**src/rtl/lcgx_pkg.sv**
```systemverilog
package lcgx_pkg;

  // LCG step constants; the generator has full period modulo 2^32.
  localparam logic [31:0] LCG_MUL = 32'd1664525;
  localparam logic [31:0] LCG_INC = 32'd1013904223;
  localparam logic [31:0] ALL_ONES = 32'hffff_ffff;
  // Size of the whole address space, used by the coverage sum.
  localparam logic [32:0] FULL_SPACE = 33'h1_0000_0000;
  localparam logic [5:0] MAX_LEN = 6'd32;

  // Action codes of an input word.
  localparam logic ACT_LOAD = 1'b0;
  localparam logic ACT_REQ = 1'b1;

  typedef struct packed {
    logic action;
    logic [5:0] entry_index;
    logic [31:0] entry_prefix;
    logic [5:0] entry_prefix_len;
  } in_word_t;

  typedef struct packed {
    logic [31:0] address;
    logic sequence_done;
  } out_word_t;

  // One exclusion entry; the length is stored already clamped to 32.
  typedef struct packed {
    logic [31:0] prefix;
    logic [5:0] len;
  } tbl_entry_t;

  // Classified operation passed from the front end to the back end.
  typedef struct packed {
    logic is_req;
    logic [5:0] index;
    tbl_entry_t entry;
  } op_t;

  // Table write toward the match cells.
  typedef struct packed {
    logic en;
    logic [5:0] index;
    tbl_entry_t entry;
  } tbl_wr_t;

  typedef enum logic [2:0] {
    B_IDLE,
    B_COV_RD,
    B_COV_DOM,
    B_COV_ACC,
    B_MATCH,
    B_TEST,
    B_EMIT
  } back_state_t;

  // Lengths above 32 behave as 32.
  function automatic logic [5:0] eff_len(input logic [5:0] len);
    return (len > MAX_LEN) ? MAX_LEN : len;
  endfunction

  // Mask with the top len bits set.
  function automatic logic [31:0] len_mask(input logic [5:0] len);
    logic [31:0] m;
    if (len == 6'd0) begin
      m = 32'd0;
    end else if (len >= MAX_LEN) begin
      m = ALL_ONES;
    end else begin
      m = ~(ALL_ONES >> len);
    end
    return m;
  endfunction

  // One generator step, modulo 2^32.
  function automatic logic [31:0] lcg_next(input logic [31:0] x);
    return x * LCG_MUL + LCG_INC;
  endfunction

endpackage

```
**src/rtl/lcgx_queue.sv**
```systemverilog
module lcgx_queue (
  input  logic          clk,
  input  logic          rst_n,
  input  logic          push_valid,
  output logic          push_ready,
  input  lcgx_pkg::op_t push_op,
  output logic          pop_valid,
  input  logic          pop_ready,
  output lcgx_pkg::op_t pop_op
);

  lcgx_pkg::op_t ent_r [2];
  logic          wp_r, wp_nxt;
  logic          rp_r, rp_nxt;
  logic [1:0]    cnt_r, cnt_nxt;
  logic          do_push, do_pop;

  assign push_ready = (cnt_r != 2'd2);
  assign pop_valid = (cnt_r != 2'd0);
  assign pop_op = ent_r[rp_r];
  assign do_push = push_valid && push_ready;
  assign do_pop = pop_valid && pop_ready;

  // Pointer and fill count update.
  always_comb begin
    wp_nxt = do_push ? ~wp_r : wp_r;
    rp_nxt = do_pop ? ~rp_r : rp_r;
    cnt_nxt = cnt_r + {1'b0, do_push} - {1'b0, do_pop};
  end

  always_ff @(posedge clk) begin
    if (!rst_n) begin
      wp_r <= 1'b0;
      rp_r <= 1'b0;
      cnt_r <= 2'd0;
    end else begin
      wp_r <= wp_nxt;
      rp_r <= rp_nxt;
      cnt_r <= cnt_nxt;
    end
  end

  // Entry storage.
  always_ff @(posedge clk) begin
    if (do_push) begin
      ent_r[wp_r] <= push_op;
    end
  end

endmodule

```
**config.mk**
```make
export PLATFORM = sky130hd
export DESIGN_NAME = lcgx_queue
export DESIGN_NICKNAME = d
export VERILOG_FILES = /design/src/rtl/lcgx_pkg.sv /design/src/rtl/lcgx_queue.sv
export SDC_FILE = /design/constraint.sdc
export NUM_CORES = 1
export LEC_CHECK = 0
export ABC_AREA = 1
export BUFFER_PORTS_ARGS = -buffer_cell sky130_fd_sc_hd__buf_2
export CAP_MARGIN = 15
export CORE_MARGIN = 2
export CORE_UTILIZATION = 50
export CTS_CLUSTER_DIAMETER = 30
export CTS_CLUSTER_SIZE = 12
export DETAILED_ROUTE_END_ITERATION = 8
export PLACE_DENSITY = 0.76
export SETUP_SLACK_MARGIN = 0.05
export SYNTH_ARGS = -nofsm -noshare
export SYNTH_HDL_FRONTEND = slang
export SYNTH_SLANG_ARGS = --single-unit
```
**constraint.sdc**
```tcl
create_clock -name clk -period 4 [get_ports clk]
set_input_delay 0.8 -clock clk [delete_from_list [all_inputs] [get_ports clk]]
set_output_delay 0.8 -clock clk [all_outputs]
set_load 0.01 [all_outputs]
```
### After elaboration in Yosys (flattened, before gate mapping)

Memories as Yosys holds them, arrays and structs flattened. A register that Yosys moved wholly into a read port is not among the register bits.
Index checks and enable logic that the tools add are counted.

* memories kept: 1
* memory bits (writable): 90
* register bits: 4
* output and inout port bits: 47

Memories
* ent_r: depth 2, bits a word 45, rd ports 1, clocked after memory_dff 1, wr ports 1, line lcgx_queue.sv:12 `lcgx_pkg::op_t ent_r [2];`

* equal/unequal tests: 1
* bitwise operators: 2
* add/subtract/negate cells: 2
* reduce and logical (&&, ||, !) cells: 3
* muxes and demuxes: 4

Operators by type and width (count)
* 1-bit 2-to-1 mux: 4
* 2-bit by 1-bit adder with 2-bit output: 1
* 1-bit logical AND: 2
* 2-bit != test (second input constant): 1
* 1-bit inverter: 2
* 2-bit nonzero test: 1
* 2-bit by 1-bit subtractor with 2-bit output: 1

### Logic depth before layout (Yosys ltp)

* word-level depth: 4
* mapped depth: 11
* depth with buffers taken out: 11

### Least setup slack after synthesis

No wires, ideal clock.

* path kind: input port to flip-flop
* start: in push_valid
* end: mem ent_r[0][0] (netlist name) (enable)
* slack: 0.789 ns
* library setup time: 0.447 ns
* data required time: 3.553 ns
* path buffers: 0
* cell stages on the path: 2
* data arrival time: 2.763 ns
* cell sequence: nand2_1 -> nor2_1

* longest elaborated chain between the ends: 3

RTL lines
* start, declared: line lcgx_queue.sv:4 `input logic push_valid,`
* 1-bit logical AND: line lcgx_queue.sv:21 `assign do_push = push_valid && push_ready;`
* 1-bit 2-to-1 mux: line lcgx_queue.sv:45 `if (do_push) begin`
* 1-bit 2-to-1 mux (implied by the code): line lcgx_queue.sv:46 `ent_r[wp_r] <= push_op;`
* end, declared: line lcgx_queue.sv:12

No other way between the ends.

==> metrics <==
number of instances resized during post-cts repair 0; Clock Latency Late Sink 0.35 ns; Yosys top cell area share 0.7322; met1 GRT Util 0.1756; clock sink count 95; status complete, no violations; Fmax 381.4 MHz; DR vias 1787; wire length per cell 14.65 um; antenna-violating nets left 0; Setup violations, final 0; non-filler instance count after layout 383; grt peak-use layer met2; Mapped Area 3691 um^2; fin. max-slew vios 0; filler cell count 564; max_cap viols 0; crit path cell chain mux2_2 > buf_2; PortBufs 95; hold path depth 2; hold buffer count at cts 0; clock-pin slew on the worst setup and hold paths 0.08 ns; hold wc startpoint rp_r; DRT iter0 DRCs 74; Die Area 8086 um^2; DRC 0; Worst R2R Setup Slack 2.07 ns; Congestion Overflow GR 0; Die Span X 89.92 um; period utilization 0.6555; R2R depth 5; initial antenna violation count 1; pin count of the biggest net entering global routing 46; number of cells after detailed placement 366; CP Data Arrival Time 1.82 ns; met2 usage 0.2304; mean area per synthesized cell 20.97 um^2; top cells by count, synth edfxtp_1, mux2_4, nand2_1, nor2_1, inv_1; final wirelength 5610 um; clk root buf clkbuf_8; Layout area overhead 20.92%; critical path class register to output pin; Post-CTS Setup Repair Bufs 0; critical path fanouts, max 45; crit path buf inv count 1; Storage cell area 2806 um^2; CP delay by family, top flip-flops; worst hold slack 0.5173 ns; Reg2Reg Capture Point ent_r[0][34]; Die H 89.92 um; Most used DFF post-synth edfxtp_1; drt via density 4.666; YS warnings 0; cells after synthesis 176; share of layout cells above drive strength 1 0.5618; EDFF count, synth 90; worst-path cell with the longest stage delay dfxtp_4; core area 7214 um^2; DRT Pass-1 Iters 4; Max Clock Skew 0.01175 ns; most numerous cell in the Yosys netlist edfxtp_1; Min-Delay Path Class register to register; # rows 31; launching point of the worst reg2reg path cnt_r[0]; Sum Neg Setup Slack 0 ns; Synth area leader edfxtp_1; static leakage 1.782 nW; CP required 3.20 ns; number of global-route vias before repair 1768; CP Launch Type register; syn nets 227; area of the multi-input gates 778.2 um^2; fin util 0.6186; Worst slew margin 0.3390; CTS H-tree lvls 3; Critical Path Sink Type output pin; met3 GRT Util 0.03940; Post-layout nets 329; gp weighted congestion 0.7521; Yosys reg bits 95; TritonCTS clock tree done; register area share after synthesis 0.7593; Slew @ Worst Pin 0.9901 ns; Final min period 2.622 ns; Worst IR Drop VDD 297.8 uV; number of I/O pins 96; GRT Util Overall 0.1419; cts bufs inserted 9; count of cell types in the netlist 12; first-pass GRT wire length 8549 um; starting density of the core 0.5116; Clock Path Buffers 2; RSZ-0062 raised after global routing false; Post-Place Worst Slack 1.625 ns; synth top area cells edfxtp_1, mux2_4, dfxtp_1, buf_12, mux2_2; Power Density 615.4 nW/um^2; asr flop ratio synth 0; final critical-path setup slack 1.378 ns; Max stage delay on crit path 0.90 ns; Final Hold Vio Count 0
==> power by group <==
group	internal (mW)	switching, mW	total, mW	leakage, nW
clock network	0.420	0.319	0.739	0.118
logic	0.353	0.285	0.638	0.782
registers	1.26	0.110	1.37	0.882
total	2.03	0.714	2.75	1.78
==> area by class of cell <==
type | count | area share
multi-input cells | 69 | 0.1744
clock inverters | 6 | 0.02579
diodes | 1 | 0.0005607
clock buffers | 10 | 0.02860
well taps | 99 | 0.02775
repair buffers | 96 | 0.1082
inverters | 7 | 0.005887
flip-flops and latches | 95 | 0.6288
==> logic make-up (layout without fill, tap and decap cells) <==
| group | Yosys count | count (layout) | synth area share |
|---|---|---|---|
| and+or+nand+nor | 20 | 20 | 0.02135 |
| buffers and inverters | 12 | 119 | 0.03187 |
| DFF | 95 | 95 | 0.7593 |
| other | 0 | 1 | 0 |
| AOI/OAI and AO/OA | 2 | 2 | 0.002712 |
| adders and majority gates | 2 | 2 | 0.006779 |
| muxes | 45 | 45 | 0.1780 |
==> worst max path at each step <==
stage,to,startpoint,depth (start not counted)
3_3_place_gp,ent_r[0][42],push_valid,4
6_report,pop_op[44],register,2
5_1_grt,pop_op[0],register,2
3_5_place_dp,ent_r[0][39],push_valid,4
4_1_cts,pop_op[0],register,2
2_1_floorplan,ent_r[0][0],push_valid,2
==> worst min-delay path: stages (launching register included) <==
cell,delay (ns)
dfxtp_1,0.34
nor2_1,0.06
nor2_1,0.09
==> per-layer routing <==
layer / vias up / wire length [um]
met5: - / 0
met4: 0 / 106
met3: 10 / 362
met2: 67 / 2761
met1: 837 / 2380
li1: 873 / -
==> through the flow <==
stage          area [um^2]  total power [mW]
2_1_floorplan         3691             1.861
3_3_place_gp          4218             2.030
3_5_place_dp          4218             2.047
4_1_cts               4461             2.784
5_1_grt               4461             2.885
6_report              4463             2.747
==> cell usage in the layout, fill, tap and decap left out <==
cell type,n
mux2_2,5
inv_6,2
nor2_1,7
edfxtp_1,90
bufinv_16,3
nor2_4,1
buf_4,1
mux2_4,40
buf_2,95
clkbuf_1,1
clkbuf_8,9
nand3_1,3
inv_2,1
inv_1,6
dfxtp_1,4
diode_2,1
clkinvlp_4,1
ha_1,2
a21oi_1,2
dfxtp_4,1
nand2_1,9
==> sequential cells by signal, summed over array words and instances, names as in the netlist, named ones only <==
| register | count |
|---|---|
| rp_r | 1 |
| wp_r | 1 |
| cnt_r | 2 |
| ent_r | 90 |
Note: power is estimated with default switching activity, not from simulation.
