<file path="src/rtl/lcgx_pkg.sv">
package lcgx_pkg;

  // LCG step constants; the generator has full period modulo 2^32.
  localparam logic [31:0] LCG_MUL = 32'd1664525;
  localparam logic [31:0] LCG_INC = 32'd1013904223;
  localparam logic [31:0] ALL_ONES = 32'hffff_ffff;
  // Size of the whole address space, used by the coverage sum.
  localparam logic [32:0] FULL_SPACE = 33'h1_0000_0000;
  localparam logic [5:0] MAX_LEN = 6'd32;

  // Action codes of an input word.
  localparam logic ACT_LOAD = 1'b0;
  localparam logic ACT_REQ = 1'b1;

  typedef struct packed {
    logic action;
    logic [5:0] entry_index;
    logic [31:0] entry_prefix;
    logic [5:0] entry_prefix_len;
  } in_word_t;

  typedef struct packed {
    logic [31:0] address;
    logic sequence_done;
  } out_word_t;

  // One exclusion entry; the length is stored already clamped to 32.
  typedef struct packed {
    logic [31:0] prefix;
    logic [5:0] len;
  } tbl_entry_t;

  // Classified operation passed from the front end to the back end.
  typedef struct packed {
    logic is_req;
    logic [5:0] index;
    tbl_entry_t entry;
  } op_t;

  // Table write toward the match cells.
  typedef struct packed {
    logic en;
    logic [5:0] index;
    tbl_entry_t entry;
  } tbl_wr_t;

  typedef enum logic [2:0] {
    B_IDLE,
    B_COV_RD,
    B_COV_DOM,
    B_COV_ACC,
    B_MATCH,
    B_TEST,
    B_EMIT
  } back_state_t;

  // Lengths above 32 behave as 32.
  function automatic logic [5:0] eff_len(input logic [5:0] len);
    return (len > MAX_LEN) ? MAX_LEN : len;
  endfunction

  // Mask with the top len bits set.
  function automatic logic [31:0] len_mask(input logic [5:0] len);
    logic [31:0] m;
    if (len == 6'd0) begin
      m = 32'd0;
    end else if (len >= MAX_LEN) begin
      m = ALL_ONES;
    end else begin
      m = ~(ALL_ONES >> len);
    end
    return m;
  endfunction

  // One generator step, modulo 2^32.
  function automatic logic [31:0] lcg_next(input logic [31:0] x);
    return x * LCG_MUL + LCG_INC;
  endfunction

endpackage

</file>
<file path="src/rtl/lcgx_front.sv">
module lcgx_front #(
  parameter int MAX_EXCLUDED = 64
) (
  input  logic                 clk,
  input  logic                 rst_n,
  input  logic                 in_valid,
  output logic                 in_ready,
  input  lcgx_pkg::in_word_t   in_word,
  output logic                 push_valid,
  input  logic                 push_ready,
  output lcgx_pkg::op_t        push_op
);

  logic          valid_r, valid_nxt;
  lcgx_pkg::op_t op_r, op_nxt;
  logic          in_range;
  logic          accept;

  // The stage takes a word when empty or when its word moves on this cycle.
  assign in_ready = !valid_r || push_ready;
  assign accept = in_valid && in_ready;
  assign push_valid = valid_r;
  assign push_op = op_r;

  assign in_range = {26'd0, in_word.entry_index} < 32'(MAX_EXCLUDED);

  // Classify the word; loads to a slot beyond the table are dropped here.
  always_comb begin
    valid_nxt = valid_r;
    op_nxt = op_r;
    if (accept) begin
      valid_nxt = (in_word.action == lcgx_pkg::ACT_REQ) || in_range;
      op_nxt.is_req = (in_word.action == lcgx_pkg::ACT_REQ);
      op_nxt.index = in_word.entry_index;
      op_nxt.entry.prefix = in_word.entry_prefix;
      op_nxt.entry.len = lcgx_pkg::eff_len(in_word.entry_prefix_len);
    end else if (push_ready) begin
      valid_nxt = 1'b0;
    end
  end

  always_ff @(posedge clk) begin
    if (!rst_n) begin
      valid_r <= 1'b0;
    end else begin
      valid_r <= valid_nxt;
    end
    op_r <= op_nxt;
  end

endmodule

</file>
<file path="config.mk">
export PLATFORM = sky130hd
export DESIGN_NAME = lcgx_front
export DESIGN_NICKNAME = d
export VERILOG_FILES = /design/src/rtl/lcgx_pkg.sv /design/src/rtl/lcgx_front.sv
export SDC_FILE = /design/constraint.sdc
export NUM_CORES = 1
export LEC_CHECK = 0
export BUFFER_PORTS_ARGS = -buffer_cell sky130_fd_sc_hd__buf_2
export CAP_MARGIN = 40
export CORE_ASPECT_RATIO = 0.7
export CORE_MARGIN = 3
export CORE_UTILIZATION = 43
export DETAILED_ROUTE_END_ITERATION = 8
export GPL_ROUTABILITY_DRIVEN = 0
export PLACE_DENSITY_LB_ADDON = 0.12
export SLEW_MARGIN = 20
export SYNTH_ARGS = -nofsm -noshare
export SYNTH_HDL_FRONTEND = slang
export SYNTH_SLANG_ARGS = --single-unit
</file>
<file path="constraint.sdc">
create_clock -name clk -period 2.1 [get_ports clk]
set_clock_uncertainty 0.1 [all_clocks]
set_input_delay 0 -clock clk [delete_from_list [all_inputs] [get_ports clk]]
set_output_delay 0 -clock clk [all_outputs]
set_load 0.03 [all_outputs]
</file>
Word level (Yosys, flattened, before mapping)
Cells that the tools add are included.
- memories: 0
- output and inout bits: 47
- bits in registers: 46
- memory bits (writable): 0
- bits in latches: 0
- bits in read-only memories: 0
- input bits: 49
- $lt $le $gt $ge: 1
- multiplexer cells: 2
- add/subtract/negate cells: 0
- equality and inequality tests: 0
- shift operators: 0
- $mul: 0
- bitwise logic cells: 0
- div/mod/pow operators: 0
- reduce and logical (&&, ||, !) cells: 4
- operator list (operator ; count):
    6-bit greater-than comparator (second input constant) ; 1
    1-bit two-way mux ; 2
    2-bit nonzero test ; 1
    1-bit logical AND ; 1
    1-bit zero test ; 1
    1-bit logical OR ; 1

Depth between registers and ports, before layout
Gate-level depths: netlist of the first run.
- word-level depth: 4
- mapped depth: 2
- gate-level depth less buffers: 2

Worst setup path after synthesis of the first run
No wires, ideal clock.
- path type: register to register
- from: reg valid_r, in the netlist push_valid
- to: reg op_r (netlist bit push_op[0]) (enable)
- setup slack: 0.595 ns
- arrival time: 1.043 ns
- path buffers: 0
- cell stages (with the launch flop): 3
- data required time: 1.639 ns
- period minus slack after synthesis: 1.505 ns
- cells stage by stage: dfxtp_1 -> nand2b_4 -> and2_4
- word-level cells in the longest chain between the ends: 3
- ends and longest elaborated chain (what ; line ; text):
    from (decl) ; lcgx_front.sv:14 ; logic valid_r, valid_nxt;
    from (signal assigned) ; lcgx_front.sv:46 ; valid_r <= valid_nxt;
    1-bit zero test ; lcgx_front.sv:20 ; assign in_ready = !valid_r || push_ready;
    1-bit logical OR ; lcgx_front.sv:20 ;
    net in_ready ; lcgx_front.sv:7 ; output logic in_ready,
    1-bit logical AND ; lcgx_front.sv:21 ; assign accept = in_valid && in_ready;
    net accept ; lcgx_front.sv:17 ; logic accept;
    to (signal assigned) ; lcgx_front.sv:48 ; op_r <= op_nxt;
    to (decl) ; lcgx_front.sv:15 ; lcgx_pkg::op_t op_r, op_nxt;
The timed path passes the listed nets, and every way through them passes these cells.
A chain may end at the register's enable or synchronous reset.

Worst setup path in the final report of the first run
- from: reg valid_r, in the netlist push_valid
- to: reg op_r (netlist bit push_op[0]) (enable)
- word-level cells in the longest chain between the ends: 3
- ends and longest elaborated chain (what ; line):
    1-bit zero test ; lcgx_front.sv:20
    1-bit logical OR ; lcgx_front.sv:20
    1-bit logical AND ; lcgx_front.sv:21
    net accept ; lcgx_front.sv:17
The timed path passes the listed nets, and every way through them passes these cells.

==> impl_metrics.ini, run 1 <==
[floorplan]
dieArea_sq_um = 4100
die_h_microns = 54.5
start_util_pct = 48.1
die_w_microns = 75.3
core.rowCount = 16
pin_count = 96
core_sq_um = 3000

[worst_setup_path]
reg2reg_depth = 2
r2r_slack_ns = 0.70
cp.required_ns = 1.92
critPathBufInv = 0
slowest_stage = and2_4
worst_ep_arrival_time_ns = 1.22
r2r-start = push_valid
cp_max_fo = 45
worstSetupEndpointType = flip-flop
path_delay_family = simple AND/OR/NAND/NOR gates
worstReg2RegEnd = push_op[0]
path_cells = nand2b_4 > and2_4
cp-start-kind = flip-flop
critical_path_class = flip-flop to flip-flop
crit_path_max_incr_delay_ns = 0.51
startpoint = push_valid

[synthesis]
ys_top_cells_by_count = edfxtp_1, nor2b_1
synth.avg_cell_area_sq_um = 25.8
synth-edff-count = 45
synth-seq-cells = 46
synth_top_area_cell = edfxtp_1
synth_cell_types = 8
synthTopCellsByArea = edfxtp_1, nor2b_1, dfxtp_1, nand2b_4, a21boi_2
async_flop_share_pct = 0
postSynthCellCount = 56
synth_top_cell_area_share_pct = 93.6
yosysWarnings = 0
syn-cell-area_sq_um = 1440
synthesis.nets = 105
synth.most_common_cell = edfxtp_1
dominantRegCellSynth = edfxtp_1
synth_seq_area_share_pct = 95.0

[sta]
drv_slew = 0
setup_violations = 0
rsz0062_at_grt = no
setup_tns_ns = 0
fin_crit_ns = 1.40
post-route-period-util_pct = 66.8
worst_pin_slew_ns = 0.552
hold_viol = 0
slew_headroom_pct = 63.2
max_freq_mhz = 713

[placement]
placed_area_sq_um = 1960
hpwl_microns = 1940
io_buffers = 95
placedCellCount = 186

[pwr]
p_per_area_nw_per_um2 = 750
p_leak_nw = 1.09
ir_drop_mv = 0.461
combPwrFrac_pct = 16.2
total_power_mw = 1.88
clkPwrFrac_pct = 26.2
sequentialPowerShare_pct = 57.6
p_int_mw = 1.44
p_sw_share_pct = 23.7
p_switching_mw = 0.447

[cts]
cts-htree-levels = 2
numCtsBuffers = 5
clk_pin_slew_ns = 0.08
cts_tree = yes
clk_path_buf_depth = 2
cts_setup_buffers = 0
cts_resized = 0
cts_root_buf = clkbuf_8
cts.sinks = 46
clock_latency_ns = 0.28

[run]
cap_viol_max_count = 0

[routing]
via_per_inst = 4.47
vias = 1078
wl_per_cell_microns = 14.7
drcViolationCount = 0
routed_wl_microns = 3540
drt-initial-drc-count = 80
ant_nets = 0
dr.pass1.iters = 4

[layout]
instances_no_fill = 241
syn_to_final_growth_pct = 73.9
drive_gt1_share_pct = 50.2
nFillCells = 165
diodes = 0
postLayoutCoreUtil_pct = 83.6
num-nets-final = 253
fin_area_sq_um = 2510

[global_routing]
grt_max_degree = 46
grt_usage_pct = 18.1
grt_pass1_wl_microns = 5160
grt-ovfl-total = 0
grt_antenna_before_repair = 0
grt_pass1_vias = 1110

[status]
status = finished, final reports clean

[worst_hold_path]
hp-start = in_valid
min_to = push_op[36]
worstHoldPathCells = 2
holdCritPathClass = input port to flip-flop
==> sequential cells by signal, summed over array words and instances, names as in the netlist <==
signal,count
push_valid,1
push_op,45
==> routing by layer <==
layer  track usage [%]  part of all wire, %  up-vias
li1                  -                    -      510
met1              20.9                   38      492
met2              31.1                   51       70
met3              6.79                  9.4        6
met4              6.98                  1.6        0
met5                 0                    0        -
==> final cells by class <==
cell class	count	area, sq um	area share (%)
inverters	1	3.75	0.149
well taps	36	45.0	1.79
flip-flops and latches	46	1370	54.6
repair buffers	142	946	37.7
multi-input cells	8	65.1	2.59
clock buffers	8	80.1	3.19
==> power by group through the flow <==
stage,sequential [mW],clock [mW],combinational (mW)
after floorplan,1.22,0,0.0268
after global placement,1.10,0,0.231
after detailed placement,1.10,0,0.235
after CTS,1.08,0.508,0.302
after global routing,1.09,0.546,0.325
final,1.09,0.494,0.305
==> kinds of logic (layout without fill, tap and decap cells) <==
group | count (synthesis) | in the layout | share of synthesized area, %
AO/OA/AOI/OAI | 1 | 1 | 0.780
buffers and inverters | 2 | 151 | 0.519
flip-flops | 46 | 46 | 95.0
AND/OR/NAND/NOR | 7 | 7 | 3.73
==> through the flow <==
stage	setup WS, ns	hold WS (ns)
after floorplan	0.595	-0.00113
after global placement	0.734	0.0763
after detailed placement	0.691	0.0781
after CTS	0.684	0.249
after global routing	0.614	0.265
final	0.698	0.249
==> worst reg2reg max path: stages, from the launching register on <==
cell      delay (ns)
dfxtp_1         0.34
nand2b_4        0.09
and2_4          0.51
==> worst max-delay path by stage <==
stage,endpoint,cells past startpoint
6_report,push_op[0],2
5_1_grt,push_op[26],2
4_1_cts,push_op[35],2
3_5_place_dp,push_op[12],2
3_3_place_gp,push_op[30],2
2_1_floorplan,push_op[0],2
==> cell usage in the layout (no fill, tap or decap), drive strengths merged <==
cell type	count
buf	95
dlygate4sd3	47
edfxtp	45
clkbuf	8
nor2b	5
nand2b	1
and2	1
inv	1
a21boi	1
dfxtp	1
==> timing repair <==
item / 4_1_cts / 5_1_grt
endpoints found under the setup margin: 0 / 0
hold buffers: 47 / 0
endpoints found under the hold margin: 46 / 0
Power figures use the tool's default switching activity.
==> inputs of run 2 (changes only) <==
--- a/config.mk
+++ b/config.mk
@@ -9,7 +9,7 @@
 export CAP_MARGIN = 40
 export CORE_ASPECT_RATIO = 0.7
 export CORE_MARGIN = 3
-export CORE_UTILIZATION = 43
+export CORE_UTILIZATION = 40
 export DETAILED_ROUTE_END_ITERATION = 8
 export GPL_ROUTABILITY_DRIVEN = 0
 export PLACE_DENSITY_LB_ADDON = 0.12
==> constraint.sdc (replaced) <==
create_clock -name clk -period 1.45 [get_ports clk]
set_clock_uncertainty 0.1 [all_clocks]
set_input_delay 0 -clock clk [delete_from_list [all_inputs] [get_ports clk]]
set_output_delay 0 -clock clk [all_outputs]
set_load 0.03 [all_outputs]
==> impl_metrics.ini, run 2 (synthesis results as in run 1) <==
[cts]
cts_tree = yes
cts_setup_buffers = 0
clk_path_buf_depth = 2
cts.sinks = 46
clock_latency_ns = 0.28
cts-hold-fix-buffers = 47
cts-htree-levels = 2
cts_root_buf = clkbuf_8
cts_resized = 0
numCtsBuffers = 5
clk_pin_slew_ns = 0.07

[pwr]
p_sw_share_pct = 23.4
clkPwrFrac_pct = 27.4
p_per_area_nw_per_um2 = 1090
p_int_mw = 2.13
p_switching_mw = 0.650
ir_drop_mv = 0.760
combPwrFrac_pct = 16.1
sequentialPowerShare_pct = 56.5
total_power_mw = 2.78
p_leak_nw = 1.11

[floorplan]
die_w_microns = 77.8
core_sq_um = 3300
core.rowCount = 17
start_util_pct = 43.8
die_h_microns = 56.3
pin_count = 96
dieArea_sq_um = 4380

[routing]
via_per_inst = 4.18
drcViolationCount = 0
ant_nets = 0
dr.pass1.iters = 4
vias = 1058
wl_per_cell_microns = 13.3
drt-initial-drc-count = 33
routed_wl_microns = 3360

[sta]
post-route-period-util_pct = 86.8
setup_violations = 0
fin_crit_ns = 1.26
max_freq_mhz = 795
rsz0062_at_grt = no
hold_ws_ns = 0.257
setup_tns_ns = 0
worst_pin_slew_ns = 0.224
slew_headroom_pct = 85.0
hold_viol = 0
drv_slew = 0

[worst_hold_path]
holdCritPathClass = input port to flip-flop

[layout]
final_common_cell = buf_2
drive_gt1_share_pct = 51.9
num-nets-final = 254
seq_area_sq_um = 1370
final_cell_mix = buf_2, dlygate4sd3_1, edfxtp_1, clkbuf_8, nor2b_1
postLayoutCoreUtil_pct = 77.6
nFillCells = 206
syn_to_final_growth_pct = 77.1
largest_reg_flops = 45
diodes = 0
multiInputGateArea_sq_um = 65.1

[global_routing]
grt_antenna_before_repair = 0
grt_pass1_wl_microns = 5510
grt_usage_pct = 16.8
grt_max_degree = 46
grt-ovfl-total = 0
grt_pass1_vias = 1219

[status]
status = finished, final reports clean

[placement]
io_buffers = 95

[run]
cap_viol_max_count = 0

[worst_setup_path]
cp_max_fo = 1
worst_ep_arrival_time_ns = 1.33
critical_path_class = input port to flip-flop
worstSetupEndpointType = flip-flop
cp.required_ns = 1.52
cp-start-kind = input port
[run 2: changes by cell type in the layout (fill, tap and decap cells not counted), sizes merged]
cell	previous run	this run
clkbuf	8	7
buf	95	96
clkinv	0	1
[run 2: worst max-delay path: stages]
cell	delay (ns)
dlygate4sd3_1	0.54
buf_2	0.12
a21boi_2	0.13
dlygate4sd3_1	0.54
[run 2: power by group through the flow]
| stage | registers (mW) | logic [mW] | clock network, mW |
|---|---|---|---|
| final | 1.57 | 0.447 | 0.763 |
| after global routing | 1.58 | 0.477 | 0.842 |
| after CTS | 1.57 | 0.446 | 0.787 |
| after detailed placement | 1.60 | 0.349 | 0 |
| after global placement | 1.60 | 0.345 | 0 |
| after floorplan | 1.76 | 0.0388 | 0 |
[run 2: path summary, 6_finish.rpt]
check / start / endpoint / cells past startpoint / slack (ns)
max: rst_n / push_valid / 4 / 0.19
min: in_valid / push_op[33] / 3 / 0.26
max reg2reg: push_valid / push_valid / 3 / 0.23
min reg2reg: push_valid / push_op[33] / 3 / 0.83
[run 2: layer usage]
layer / part of all wire (%) / global-route usage [%]
met2: 53 / 30.7
met3: 11 / 7.53
met4: 1.4 / 6.09
met1: 35 / 16.7
met5: 0 / 0
[run 2: per-stage QoR]
stage / worst slack, ns / instance area [sq um] / instances
after floorplan: 0.0253 / 1450 / 56
after global routing: 0.171 / 2560 / 253
after global placement: 0.271 / 2000 / 198
after CTS: 0.209 / 2560 / 253
final: 0.192 / 2560 / 253
after detailed placement: 0.248 / 2000 / 198
[run 2: final cells by class]
| type | instances | area share, % |
|---|---|---|
| inverters | 1 | 0.147 |
| repair buffers | 143 | 37.8 |
| flip-flops and latches | 46 | 53.7 |
| clock buffers | 7 | 3.38 |
| well taps | 47 | 2.30 |
| multi-input cells | 8 | 2.54 |
| clock inverters | 1 | 0.196 |
==> inputs of run 3 (changes only) <==
--- a/config.mk
+++ b/config.mk
@@ -12,7 +12,7 @@
 export CORE_UTILIZATION = 40
 export DETAILED_ROUTE_END_ITERATION = 8
 export GPL_ROUTABILITY_DRIVEN = 0
-export PLACE_DENSITY_LB_ADDON = 0.12
+export PLACE_DENSITY = 0.77
 export SLEW_MARGIN = 20
 export SYNTH_ARGS = -nofsm -noshare
 export SYNTH_HDL_FRONTEND = slang
==> impl_metrics.ini, run 3 (synthesis results as in run 1) <==
[status]
status = finished, final reports clean

[cts]
cts_tree = yes
cts-hold-fix-buffers = 47
cts.sinks = 46
clk_pin_slew_ns = 0.08
numCtsBuffers = 5
cts_setup_buffers = 0
clk_path_buf_depth = 2
cts_resized = 0
cts-htree-levels = 2
cts_root_buf = clkbuf_8
clock_latency_ns = 0.28

[pwr]
p_per_area_nw_per_um2 = 1120
ir_drop_mv = 0.774
p_leak_nw = 1.12

[layout]
final_common_cell = buf_2
diodes = 0
syn_to_final_growth_pct = 79.3
fin_area_sq_um = 2590
nFillCells = 181
largest_reg_flops = 45
drive_gt1_share_pct = 51.9
instances_no_fill = 253
final_cell_mix = buf_2, dlygate4sd3_1, edfxtp_1, nor2b_1, clkbuf_8
num-nets-final = 255

[sta]
drv_slew = 0
fin_crit_ns = 1.26
hold_viol = 0
setup_violations = 0
slew_headroom_pct = 88.6
max_freq_mhz = 794
worst_pin_slew_ns = 0.172
setup_tns_ns = 0
rsz0062_at_grt = no
post-route-period-util_pct = 86.9

[floorplan]
core.rowCount = 17
core_sq_um = 3300
dieArea_sq_um = 4380
die_h_microns = 56.3
die_w_microns = 77.8
pin_count = 96
start_util_pct = 43.8

[routing]
wl_per_cell_microns = 14.5
via_per_inst = 4.25
ant_nets = 0
dr.pass1.iters = 4
drt-initial-drc-count = 50
vias = 1074
drcViolationCount = 0
routed_wl_microns = 3670

[global_routing]
grt_pass1_vias = 1177
grt_antenna_before_repair = 0
grt-ovfl-total = 0
grt_pass1_wl_microns = 5730
grt_max_degree = 26
grt_usage_pct = 17.8

[worst_setup_path]
critical_path_class = input port to flip-flop
cp_max_fo = 1
worstSetupEndpointType = flip-flop
cp.required_ns = 1.52
cp-start-kind = input port
worst_ep_arrival_time_ns = 1.33

[placement]
placedCellCount = 199
io_buffers = 95
placed_area_sq_um = 2020

[run]
cap_viol_max_count = 0

[worst_hold_path]
holdCritPathClass = input port to flip-flop
-- run 3: cell count changes in the layout (fill, tap and decap cells not counted), sizes merged --
cell    previous run  this run
buf               96        97
bufinv             0         1
clkbuf             7         5
-- run 3: where the power goes --
group / total, mW / switching (mW) / internal [mW]
registers: 1.57 / 0.0202 / 1.55
logic: 0.461 / 0.260 / 0.201
clock network: 0.875 / 0.377 / 0.498
total: 2.91 / 0.657 / 2.25
-- run 3: critical path, cell delays in order --
cell,delay [ns]
dlygate4sd3_1,0.53
buf_2,0.11
a21boi_2,0.13
dlygate4sd3_1,0.55
-- run 3: through the flow --
step                      power, mW  setup slack [ns]  util (%)  hold slack, ns
after CTS                      2.92             0.212      78.5           0.175
after floorplan                1.80            0.0253         -        -0.00113
after global placement         1.95             0.323      61.1          0.0767
after global routing           3.02             0.156      78.5           0.196
final                          2.91             0.191      78.5           0.184
after detailed placement       1.96             0.305      61.1          0.0781
-- run 3: layout make-up --
type	instances	area, sq um	area share, %
clock buffer	5	68.8	2.66
clock inverter	2	33.8	1.30
inverter	1	3.75	0.145
multi-input combinational	8	65.1	2.51
sequential	46	1370	53.0
tap	47	58.8	2.27
timing repair buffer	144	986	38.1
-- run 3: path summary, 6_finish.rpt --
path / slack [ns] / depth (start not counted) / startpoint / to
hold / removal: 0.18 / 3 / in_valid / push_op[38]
setup reg to reg: 0.20 / 3 / push_valid / push_valid
hold reg to reg: 0.78 / 3 / push_valid / push_op[38]
setup / recovery: 0.19 / 4 / rst_n / push_valid
-- run 3: per-layer routing --
layer | wire (microns) | up-vias | global-route usage [%] | part of all wire [%]
li1 | - | 512 | - | -
met1 | 1320 | 479 | 18.3 | 36
met2 | 1830 | 75 | 31.0 | 50
met3 | 436 | 8 | 8.33 | 12
met4 | 87 | 0 | 7.61 | 2.4
met5 | 0 | - | 0 | 0
