$ cat src/rtl/lcgx_pkg.sv
package lcgx_pkg;

  // LCG step constants; the generator has full period modulo 2^32.
  localparam logic [31:0] LCG_MUL = 32'd1664525;
  localparam logic [31:0] LCG_INC = 32'd1013904223;
  localparam logic [31:0] ALL_ONES = 32'hffff_ffff;
  // Size of the whole address space, used by the coverage sum.
  localparam logic [32:0] FULL_SPACE = 33'h1_0000_0000;
  localparam logic [5:0] MAX_LEN = 6'd32;

  // Action codes of an input word.
  localparam logic ACT_LOAD = 1'b0;
  localparam logic ACT_REQ = 1'b1;

  typedef struct packed {
    logic action;
    logic [5:0] entry_index;
    logic [31:0] entry_prefix;
    logic [5:0] entry_prefix_len;
  } in_word_t;

  typedef struct packed {
    logic [31:0] address;
    logic sequence_done;
  } out_word_t;

  // One exclusion entry; the length is stored already clamped to 32.
  typedef struct packed {
    logic [31:0] prefix;
    logic [5:0] len;
  } tbl_entry_t;

  // Classified operation passed from the front end to the back end.
  typedef struct packed {
    logic is_req;
    logic [5:0] index;
    tbl_entry_t entry;
  } op_t;

  // Table write toward the match cells.
  typedef struct packed {
    logic en;
    logic [5:0] index;
    tbl_entry_t entry;
  } tbl_wr_t;

  typedef enum logic [2:0] {
    B_IDLE,
    B_COV_RD,
    B_COV_DOM,
    B_COV_ACC,
    B_MATCH,
    B_TEST,
    B_EMIT
  } back_state_t;

  // Lengths above 32 behave as 32.
  function automatic logic [5:0] eff_len(input logic [5:0] len);
    return (len > MAX_LEN) ? MAX_LEN : len;
  endfunction

  // Mask with the top len bits set.
  function automatic logic [31:0] len_mask(input logic [5:0] len);
    logic [31:0] m;
    if (len == 6'd0) begin
      m = 32'd0;
    end else if (len >= MAX_LEN) begin
      m = ALL_ONES;
    end else begin
      m = ~(ALL_ONES >> len);
    end
    return m;
  endfunction

  // One generator step, modulo 2^32.
  function automatic logic [31:0] lcg_next(input logic [31:0] x);
    return x * LCG_MUL + LCG_INC;
  endfunction

endpackage

$ cat src/rtl/lcgx_back.sv
module lcgx_back #(
  parameter int MAX_EXCLUDED = 64,
  localparam int AW = (MAX_EXCLUDED > 1) ? $clog2(MAX_EXCLUDED) : 1,
  localparam int CW = $clog2(MAX_EXCLUDED + 1)
) (
  input  logic                    clk,
  input  logic                    rst_n,
  input  logic                    cfg_we,
  input  logic [6:0]              cfg_wdata,
  input  logic                    op_valid,
  output logic                    op_ready,
  input  lcgx_pkg::op_t           op,
  output logic                    out_valid,
  input  logic                    out_ready,
  output lcgx_pkg::out_word_t     out_word,
  output lcgx_pkg::tbl_wr_t       tbl_wr,
  output logic [CW-1:0]           n,
  output logic [31:0]             cand,
  output lcgx_pkg::tbl_entry_t    bcast,
  output logic [AW-1:0]           bcast_idx,
  input  logic [MAX_EXCLUDED-1:0] match_bits,
  input  logic [MAX_EXCLUDED-1:0] dom_bits
);

  lcgx_pkg::back_state_t state_r, state_nxt;
  logic [6:0]            active_r, active_nxt;
  logic [31:0]           lcg_r, lcg_nxt;
  logic                  finished_r, finished_nxt;
  logic [31:0]           cand_r, cand_nxt;
  logic                  cov_ok_r, cov_ok_nxt;
  logic                  covered_r, covered_nxt;
  logic [AW-1:0]         i_r, i_nxt;
  logic [32:0]           acc_r, acc_nxt;
  logic                  out_valid_r, out_valid_nxt;
  lcgx_pkg::out_word_t   out_word_r, out_word_nxt;

  // Shadow copy of the table, read one slot at a time by the coverage sweep.
  lcgx_pkg::tbl_entry_t  mem [MAX_EXCLUDED];
  lcgx_pkg::tbl_entry_t  rd_r;
  logic                  rd_en;
  logic [AW+5:0]         widx;
  logic [AW-1:0]         waddr;

  logic                  out_free;
  logic [31:0]           step_src;
  logic [31:0]           cand_step;
  logic                  last_i;
  logic                  rd_well_formed;
  logic [32:0]           rd_size;
  logic [32:0]           acc_sum;

  assign out_valid = out_valid_r;
  assign out_word = out_word_r;
  assign cand = cand_r;
  assign bcast = rd_r;
  assign bcast_idx = i_r;

  // Live entry count, saturated at the table depth.
  assign n = ({25'd0, active_r} > 32'(MAX_EXCLUDED)) ? CW'(MAX_EXCLUDED) : CW'(active_r);

  assign widx = {{AW{1'b0}}, op.index};
  assign waddr = widx[AW-1:0];

  assign out_free = !out_valid_r || out_ready;

  // One shared multiplier: the first step starts from the state, later ones
  // from the rejected candidate.
  assign step_src = (state_r == lcgx_pkg::B_TEST) ? cand_r : lcg_r;
  assign cand_step = lcgx_pkg::lcg_next(step_src);

  // Sweep arithmetic for the slot held in rd_r.
  assign last_i = (CW'(i_r) == (n - CW'(1)));
  assign rd_well_formed = (rd_r.prefix & ~lcgx_pkg::len_mask(rd_r.len)) == 32'd0;
  assign rd_size = 33'd1 << (lcgx_pkg::MAX_LEN - rd_r.len);
  assign acc_sum = (rd_well_formed && !(|dom_bits)) ? acc_r + rd_size : acc_r;

  // Sequencer: next state and outputs.
  always_comb begin
    state_nxt = state_r;
    active_nxt = cfg_we ? cfg_wdata : active_r;
    lcg_nxt = lcg_r;
    finished_nxt = finished_r;
    cand_nxt = cand_r;
    cov_ok_nxt = cfg_we ? 1'b0 : cov_ok_r;
    covered_nxt = covered_r;
    i_nxt = i_r;
    acc_nxt = acc_r;
    out_valid_nxt = (out_valid_r && out_ready) ? 1'b0 : out_valid_r;
    out_word_nxt = out_word_r;
    op_ready = 1'b0;
    rd_en = 1'b0;
    tbl_wr.en = 1'b0;
    tbl_wr.index = op.index;
    tbl_wr.entry = op.entry;

    unique case (state_r)
      lcgx_pkg::B_IDLE: begin
        if (op_valid) begin
          priority if (op.is_req == lcgx_pkg::ACT_LOAD) begin
            // Table write; the cached coverage answer is stale afterward.
            tbl_wr.en = 1'b1;
            op_ready = 1'b1;
            cov_ok_nxt = 1'b0;
          end else if (finished_r) begin
            if (out_free) begin
              out_valid_nxt = 1'b1;
              out_word_nxt = '{address: 32'd0, sequence_done: 1'b1};
              op_ready = 1'b1;
            end
          end else if (!cov_ok_r) begin
            if (n == CW'(0)) begin
              cov_ok_nxt = 1'b1;
              covered_nxt = 1'b0;
            end else begin
              i_nxt = '0;
              acc_nxt = 33'd0;
              state_nxt = lcgx_pkg::B_COV_RD;
            end
          end else if (covered_r) begin
            // Nothing left to visit; the finished path then answers the request.
            finished_nxt = 1'b1;
          end else begin
            cand_nxt = cand_step;
            state_nxt = lcgx_pkg::B_MATCH;
          end
        end
      end

      lcgx_pkg::B_COV_RD: begin
        rd_en = 1'b1;
        state_nxt = lcgx_pkg::B_COV_DOM;
      end

      lcgx_pkg::B_COV_DOM: begin
        state_nxt = lcgx_pkg::B_COV_ACC;
      end

      // Add the size of each well-formed entry that no other live entry contains; the
      // survivors are disjoint, so full coverage means the sum is 2^32.
      lcgx_pkg::B_COV_ACC: begin
        acc_nxt = acc_sum;
        if (last_i) begin
          cov_ok_nxt = 1'b1;
          covered_nxt = (acc_sum == lcgx_pkg::FULL_SPACE);
          state_nxt = lcgx_pkg::B_IDLE;
        end else begin
          i_nxt = i_r + AW'(1);
          state_nxt = lcgx_pkg::B_COV_RD;
        end
      end

      lcgx_pkg::B_MATCH: begin
        state_nxt = lcgx_pkg::B_TEST;
      end

      lcgx_pkg::B_TEST: begin
        if (|match_bits) begin
          cand_nxt = cand_step;
          state_nxt = lcgx_pkg::B_MATCH;
        end else begin
          lcg_nxt = cand_r;
          if (cand_r == 32'd0) begin
            finished_nxt = 1'b1;
          end
          if (out_free) begin
            out_valid_nxt = 1'b1;
            out_word_nxt = '{address: cand_r, sequence_done: (cand_r == 32'd0)};
            op_ready = 1'b1;
            state_nxt = lcgx_pkg::B_IDLE;
          end else begin
            state_nxt = lcgx_pkg::B_EMIT;
          end
        end
      end

      lcgx_pkg::B_EMIT: begin
        if (out_free) begin
          out_valid_nxt = 1'b1;
          out_word_nxt = '{address: cand_r, sequence_done: (cand_r == 32'd0)};
          op_ready = 1'b1;
          state_nxt = lcgx_pkg::B_IDLE;
        end
      end

      default: begin
        state_nxt = lcgx_pkg::B_IDLE;
      end
    endcase
  end

  always_ff @(posedge clk) begin
    if (!rst_n) begin
      state_r <= lcgx_pkg::B_IDLE;
      active_r <= 7'd0;
      lcg_r <= 32'd0;
      finished_r <= 1'b0;
      cov_ok_r <= 1'b0;
      out_valid_r <= 1'b0;
    end else begin
      state_r <= state_nxt;
      active_r <= active_nxt;
      lcg_r <= lcg_nxt;
      finished_r <= finished_nxt;
      cov_ok_r <= cov_ok_nxt;
      out_valid_r <= out_valid_nxt;
    end
    cand_r <= cand_nxt;
    covered_r <= covered_nxt;
    i_r <= i_nxt;
    acc_r <= acc_nxt;
    out_word_r <= out_word_nxt;
  end

  // Table shadow memory: one write port, one registered read port.
  always_ff @(posedge clk) begin
    if (tbl_wr.en) begin
      mem[waddr] <= op.entry;
    end
    if (rd_en) begin
      rd_r <= mem[i_r];
    end
  end

`ifndef NO_ASSERTIONS
  // A final-address result is only ever shown once the generator has finished.
  a_done_implies_finished: assert property (@(posedge clk) disable iff (!rst_n)
    (out_valid_r && out_word_r.sequence_done) |-> finished_r)
    else $error("sequence_done shown while generator not finished");

  // Only address zero may carry sequence_done.
  a_nonzero_not_done: assert property (@(posedge clk) disable iff (!rst_n)
    (out_valid_r && (out_word_r.address != 32'd0)) |-> !out_word_r.sequence_done)
    else $error("nonzero address flagged as final");

  // The search runs only for a request still held at the queue head.
  a_search_has_request: assert property (@(posedge clk) disable iff (!rst_n)
    (state_r == lcgx_pkg::B_MATCH || state_r == lcgx_pkg::B_TEST)
      |-> (op_valid && (op.is_req == lcgx_pkg::ACT_REQ)))
    else $error("address search without a pending request");

  // The coverage sweep never reads beyond the live entries.
  a_sweep_in_range: assert property (@(posedge clk) disable iff (!rst_n)
    (state_r == lcgx_pkg::B_COV_RD || state_r == lcgx_pkg::B_COV_DOM ||
     state_r == lcgx_pkg::B_COV_ACC) |-> (CW'(i_r) < n))
    else $error("coverage sweep index out of range");
`endif

endmodule

$ cat config.mk
export PLATFORM = sky130hd
export DESIGN_NAME = lcgx_back
export DESIGN_NICKNAME = d
export VERILOG_FILES = /design/src/rtl/lcgx_pkg.sv /design/src/rtl/lcgx_back.sv
export SDC_FILE = /design/constraint.sdc
export NUM_CORES = 2
export LEC_CHECK = 0
export BUFFER_PORTS_ARGS = -buffer_cell sky130_fd_sc_hd__buf_4
export CORE_MARGIN = 4
export CORE_UTILIZATION = 60
export CTS_CLUSTER_SIZE = 40
export DETAILED_ROUTE_END_ITERATION = 6
export HOLD_SLACK_MARGIN = 0.05
export PLACE_DENSITY = 0.87
export SETUP_SLACK_MARGIN = 0.1
export SYNTH_ARGS = -nofsm -noshare
export SYNTH_HDL_FRONTEND = slang
export SYNTH_SLANG_ARGS = --single-unit
export TNS_END_PERCENT = 20
$ cat constraint.sdc
create_clock -name clk -period 10.1 [get_ports clk]
set_input_delay 0 -clock clk [delete_from_list [all_inputs] [get_ports clk]]
set_output_delay 0 -clock clk [all_outputs]
set_load 0.01 [all_outputs]
; ---- Yosys cells after proc, flatten, opt, wreduce, memory -nomap -nowiden
; Memories as Yosys holds them, arrays and structs flattened. A register that Yosys moved wholly into a read port is not among the register bits.
; Index checks and enable logic that the tools add are counted.
[op_classes]
addsub = 5
n_mul = 1
magnitude_cmp = 2
n_eq_ne = 26
shift = 2
mux = 85
bitwise = 4
reduce_logical = 23
[ops]
columns = operator, count
row1 = 33-bit 2-to-1 mux, 12
row2 = 32-bit 2-to-1 mux, 9
row3 = 64-bit OR reduction, 2
row4 = 33-bit one-hot mux with 3 select lines, 1
row5 = 33-bit one-hot mux with 2 select lines, 1
row6 = 32-bit zero test, 2
row7 = 32-bit inverter, 2
row8 = 32-bit one-hot mux with 2 select lines, 1
row9 = 1-bit 2-to-1 mux, 38
row10 = 6-bit 2-to-1 mux, 6
row11 = 33-bit adder, 1
row12 = "33-bit equality test, second input constant", 1
row13 = "1-bit by 6-bit << shifter with 33-bit output, first input constant", 1
row14 = "32-bit by 30-bit adder with 32-bit output, second input constant", 1
row15 = 32-bit bitwise AND, 1
row16 = "32-bit by 21-bit multiplier with 32-bit output, second input constant", 1
row17 = "32-bit by 6-bit >> shifter with 32-bit output, first input constant", 1
row18 = "2-bit inequality test, second input constant", 14
row19 = 3-bit 2-to-1 mux, 9
row20 = 3-bit one-hot mux with 7 select lines, 1
row21 = 7-bit AND reduction, 3
row22 = 6-bit AND reduction, 3
row23 = 6-bit one-hot mux with 2 select lines, 1
row24 = "3-bit equality test, second input constant", 3
row25 = 24 further kinds, 33
[totals]
regBits = 150
ramBits = 2432
inputBits = 185
memories = 1
[memory_table]
columns = memory, depth, word_bits, rd, rd_ports_with_merged_regs, write_ports, line_no
row1 = mem, 64, 38, 1, 1, 1, lcgx_back.sv:38  ; lcgx_pkg::tbl_entry_t mem [MAX_EXCLUDED];

; ---- Logic depth before layout (Yosys ltp)
[logic_depth]
depth_word = 12
depth_mapped = 33

; ---- Least setup slack after synthesis
; Ideal clock, no wire load.
[synth_timing]
kind = register to register
start = register state_r[1]
end = register cand_r[31], in the netlist cand[31] (data pin)
arrival_ps = 7674
path_slack_ps = 2166
path_stages_with_launch = 29
path_buffers = 3
path_cell_list = dfxtp_1 clkbuf_1 nand3b_1 clkbuf_1 clkbuf_1 mux2i_1 inv_1 ha_1 nor2b_1 fa_1 inv_1 fa_1 inv_1 fa_1 fa_1 fa_1 ha_1 inv_1 o21bai_1 a21oi_1 a21boi_0 a41o_1 or4_1 nand2_1 o31ai_1 o41ai_1 o21bai_1 a21oi_1 xnor2_1
[synth_between]
elab_chain_len = 10
elab_cells_between_ends = 12
cone_classes = add/sub (1) / mul (1) / eq/ne (1) / mux (8) / reduce/logical (1)
[synth_lines]
columns = item, line_no
row1 = from (decl), lcgx_back.sv:25  ; lcgx_pkg::back_state_t state_r, state_nxt;
row2 = from (signal assigned), lcgx_back.sv:193  ; state_r <= lcgx_pkg::B_IDLE;
row3 = from (signal assigned), lcgx_back.sv:200  ; state_r <= state_nxt;
row4 = 3-bit equality test, "lcgx_back.sv:68, lcgx_back.sv:96"
row5 = 32-bit 2-to-1 mux, lcgx_back.sv:68  ; assign step_src = (state_r == lcgx_pkg::B_TEST) ? cand_r : lcg_r;
row6 = 32-bit by 21-bit multiplier with 32-bit output, lcgx_pkg.sv:77  ; return x * LCG_MUL + LCG_INC;
row7 = 32-bit by 30-bit adder with 32-bit output, lcgx_pkg.sv:77
row8 = 32-bit 2-to-1 mux, lcgx_back.sv:119  ; end else if (covered_r) begin
row9 = 32-bit 2-to-1 mux, lcgx_back.sv:110  ; end else if (!cov_ok_r) begin
row10 = 32-bit 2-to-1 mux, lcgx_back.sv:104  ; end else if (finished_r) begin
row11 = 32-bit 2-to-1 mux, lcgx_back.sv:99  ; priority if (op.is_req == lcgx_pkg::ACT_LOAD) begin
row12 = 32-bit 2-to-1 mux, lcgx_back.sv:98  ; if (op_valid) begin
row13 = 32-bit one-hot mux with 2 select lines *, lcgx_back.sv:96  ; unique case (state_r)
row14 = net cand_nxt[31], lcgx_back.sv:29  ; logic [31:0] cand_r, cand_nxt;
row15 = to (signal assigned), lcgx_back.sv:207  ; cand_r <= cand_nxt;
row16 = to (decl), lcgx_back.sv:29
; The timed path passes the listed nets; every way through them passes the cells marked *. The select of a mux whose other input is x is not followed.
; A chain may end at the register's enable or synchronous reset.

; ---- Worst setup path after layout
[layout_timing]
start = register state_r[2]
end = register cand_r[31], in the netlist cand[31] (data pin)
; The elaborated chain is that of the path after synthesis.

==> reports/metrics.cfg <==
[cts]
cts_buffer_depth=3
cts.htree.levels=4
clkSinkCount=2620
numCtsBuffers=237
clkSlewWorstSetupHoldPaths_ns=0.07
clock_latency_ns=0.97
cts_tree=built
post_cts_resized=0
cts_root_buf=clkbuf_16

[worst_setup_path]
reg2reg_depth=24
path_common_cell=fa_1
critPathLaunchType=flop
cp.arrival_ns=8.46
cp_max_fo=11
crit_type=flop to flop
critPathSlowestCell=mux2i_1
critical_path.cell_chain=nand3b_1 -> mux2i_1 -> inv_1 -> xnor2_1 -> inv_1 -> fa_1 -> fa_1 -> fa_1 -> inv_1 -> fa_1 -> inv_1 -> fa_1 -> fa_1 -> ha_1 -> a21o_1 -> a21o_1 -> a21oi_1 -> nor2_1 -> a21oi_1 -> o31ai_1 -> o41ai_1 -> o21bai_1 -> a21oi_1 -> xnor2_1
slowest_delay_ns=0.70
critPathTopFamily=adder cells
cp.buffers_inverters=4
timing.rr.start=state_r[2]$_SDFFE_PN0P_
crit_cells=24
worstPathRequired_ns=10.74
reg2reg_slack_ns=2.27
cp-end-kind=flop
r2r_end=cand[31]$_DFFE_PP_

[power]
intPower_mw=18.5
p_comb_share_pct=11.6
irDropWorstVdd_uv=216
switching_power_mw=6.25
swShare_pct=25.3
clkPwrFrac_pct=39.1
pwr-share-seq_pct=49.3
power_leakage_nw=42.0
p_per_area_mw_per_mm2=199
total_power_mw=24.8

[floorplanning]
fp.dieArea_sq_mm=0.190
io_pins=348
initial_core_util_pct=60.6
rows=156
core_sq_mm=0.181
die_y_microns=436
die_x_microns=436

[grt]
top_usage_layer=met2
grt_usage_pct=40.0
grt.overflow.total=0
grt_pass1_vias=63900
met1_usage_pct=48.4
grt_max_degree=136
grt_pass1_wl_microns=520000
use_met3_pct=12.9
antenna_found_initial=38
use_met2_pct=61.9

[timing]
finalMaxSlewViolations=0
tightest_slew_ns=1.38
hold_viol_final=0
final.period_utilization_pct=77.5
fin_crit_ns=7.83
setup_tns_ns=0
clock.fmax_mhz=128
slew_headroom_pct=7.99
hold_slack_ns=0.136
fin_skew_ns=0.111
grt_setup_unrepaired=no
setup_violations=0
worst_slack_ns=2.27

[synth]
yosysWarnings=0
syn_inst=5359
ys_top_cells_by_area=edfxtp_1 (70%), mux4_2 (16%), fa_1 (2.5%)
synthFlopType=edfxtp_1
synth_edf_count=2575
async_reset_ff_share_pct=0
synth.distinct_cells=79
synth_nets=5876
yosysTopAreaCellShare_pct=70.4
yosysMostFrequentCell=edfxtp_1
syn_avg_cell_area_sq_um=20.5
syn_area_sq_mm=0.110
ys_seq_area_share_pct=71.2
synth_seq_cells=2620
synth_common_cells=edfxtp_1 (2575), mux4_2 (798), inv_1 (278)
yosysTopAreaCell=edfxtp_1

[finish]
final_nets=6369
drive_gt1_share_pct=28.6
syn_to_final_growth_pct=13.5
fin_area_sq_mm=0.125

[placed_design]
place_area_sq_mm=0.116
dp_slack_ns=2.39
port-buffer-count=347
gp_congestion=0.942
dp_hpwl_microns=201000

[min_path]
hold_class=primary input to flop
hold_depth=9
hp-start=dom_bits[52]
hold_path_end=acc_r[25]$_SDFFCE_PP0P_

[detailed_routing]
ant_nets=0
drtIter0Drc=12500
wl_per_cell_microns=44.6
drc_errors=0
routed_wl_microns=377000
drtPass1Iterations=7
vias=63500
vias_per_cell=7.50

[flow_run]
maxCapViolCount=0

[outcome]
status=complete, no violations

-- tightest hold or removal path, cell delays in order --
cell and delay [ns]:
buf_4 0.07, nor4_1 0.03, nand4_1 0.08, nor3_1 0.10, o311ai_0 0.17, a21oi_1 0.10
a21oi_1 0.16, a41o_1 0.13, nor2_1 0.04
-- cell families after synthesis --
kind of cell             after synthesis  synth area share [%]
flip-flops                          2620                  71.2
multiplexers                         867                  17.0
AND/OR/NAND/NOR                      606                  2.61
buffers and inverters                563                  2.12
adder cells (fa/ha/maj)              334                  4.73
AO/OA/AOI/OAI                        270                  1.56
XOR/XNOR                              99                 0.789
-- placed cells by master, fill, tap and decap left out, types with 45 or more instances in the layout --
cell	count
mux2i_1	68
dfxtp_1	45
clkbuf_16	239
clkinv_2	59
nor2b_1	50
inv_1	278
fa_1	136
nor4_1	49
mux4_2	798
a21oi_1	112
xnor2_1	69
nand2_1	188
nor2_4	64
nor2_1	117
edfxtp_1	2575
dlygate4sd3_1	80
ha_1	196
buf_4	446
-- worst max path at each step --
stage / from / endpoint / slack, ns
2_1_floorplan: state_r[1]$_SDFFE_PN0P_ / cand[31]$_DFFE_PP_ / 2.17
3_3_place_gp: state_r[1]$_SDFFE_PN0P_ / cand[31]$_DFFE_PP_ / 2.50
3_5_place_dp: state_r[2]$_SDFFE_PN0P_ / cand[31]$_DFFE_PP_ / 2.39
4_1_cts: state_r[0]$_SDFFE_PN0P_ / cand[31]$_DFFE_PP_ / 2.39
5_1_grt: state_r[2]$_SDFFE_PN0P_ / cand[31]$_DFFE_PP_ / 1.90
6_report: state_r[2]$_SDFFE_PN0P_ / cand[31]$_DFFE_PP_ / 2.27
-- layout make-up --
class,instances,area (sq um)
antenna,33,82.6
inverter,280,1050
clock inverter,178,2060
sequential,2620,78200
tap,2370,2970
timing repair buffer,537,4370
multi-input combinational,2176,29800
fill,10200,56600
clock buffer,271,6110
-- layer usage --
layer  vias up  wire [microns]
li1      22700               -
met2      7161          176000
met5         -             223
met1     31700          110000
met4        16           35500
met3      1918           55700
-- power by group through the flow --
stage               clock network, mW  registers [mW]  logic (mW)
global route                     10.2            12.2        2.92
finish                           9.68            12.2        2.88
global placement                    0            12.4        2.49
detailed placement                  0            12.4        2.65
floorplan                           0            12.4        1.62
CTS                              9.64            12.2        2.78
-- per-stage QoR --
stage | std cells | utilization (%)
2_1_floorplan | 5359 | -
3_3_place_gp | 7903 | 63.8
3_5_place_dp | 7903 | 63.8
4_1_cts | 8432 | 68.7
5_1_grt | 8439 | 68.7
6_report | 8465 | 68.8
-- timing repair --
| item | 4_1_cts | 5_1_grt |
|---|---|---|
| buffers inserted | 0 | 0 |
| hold endpoints to repair | 2545 | 0 |
| hold buffers | 80 | 0 |
-- sequential cells by signal (all words and copies together), names as in the netlist --
name        cells
finished_r      1
mem          2432
cand           32
out_valid       1
bcast          38
lcg_r          32
active_r        7
out_word       33
bcast_idx       6
state_r         3
cov_ok_r        1
acc_r          33
covered_r       1
No activity file was read; power rests on OpenSTA's default activity.
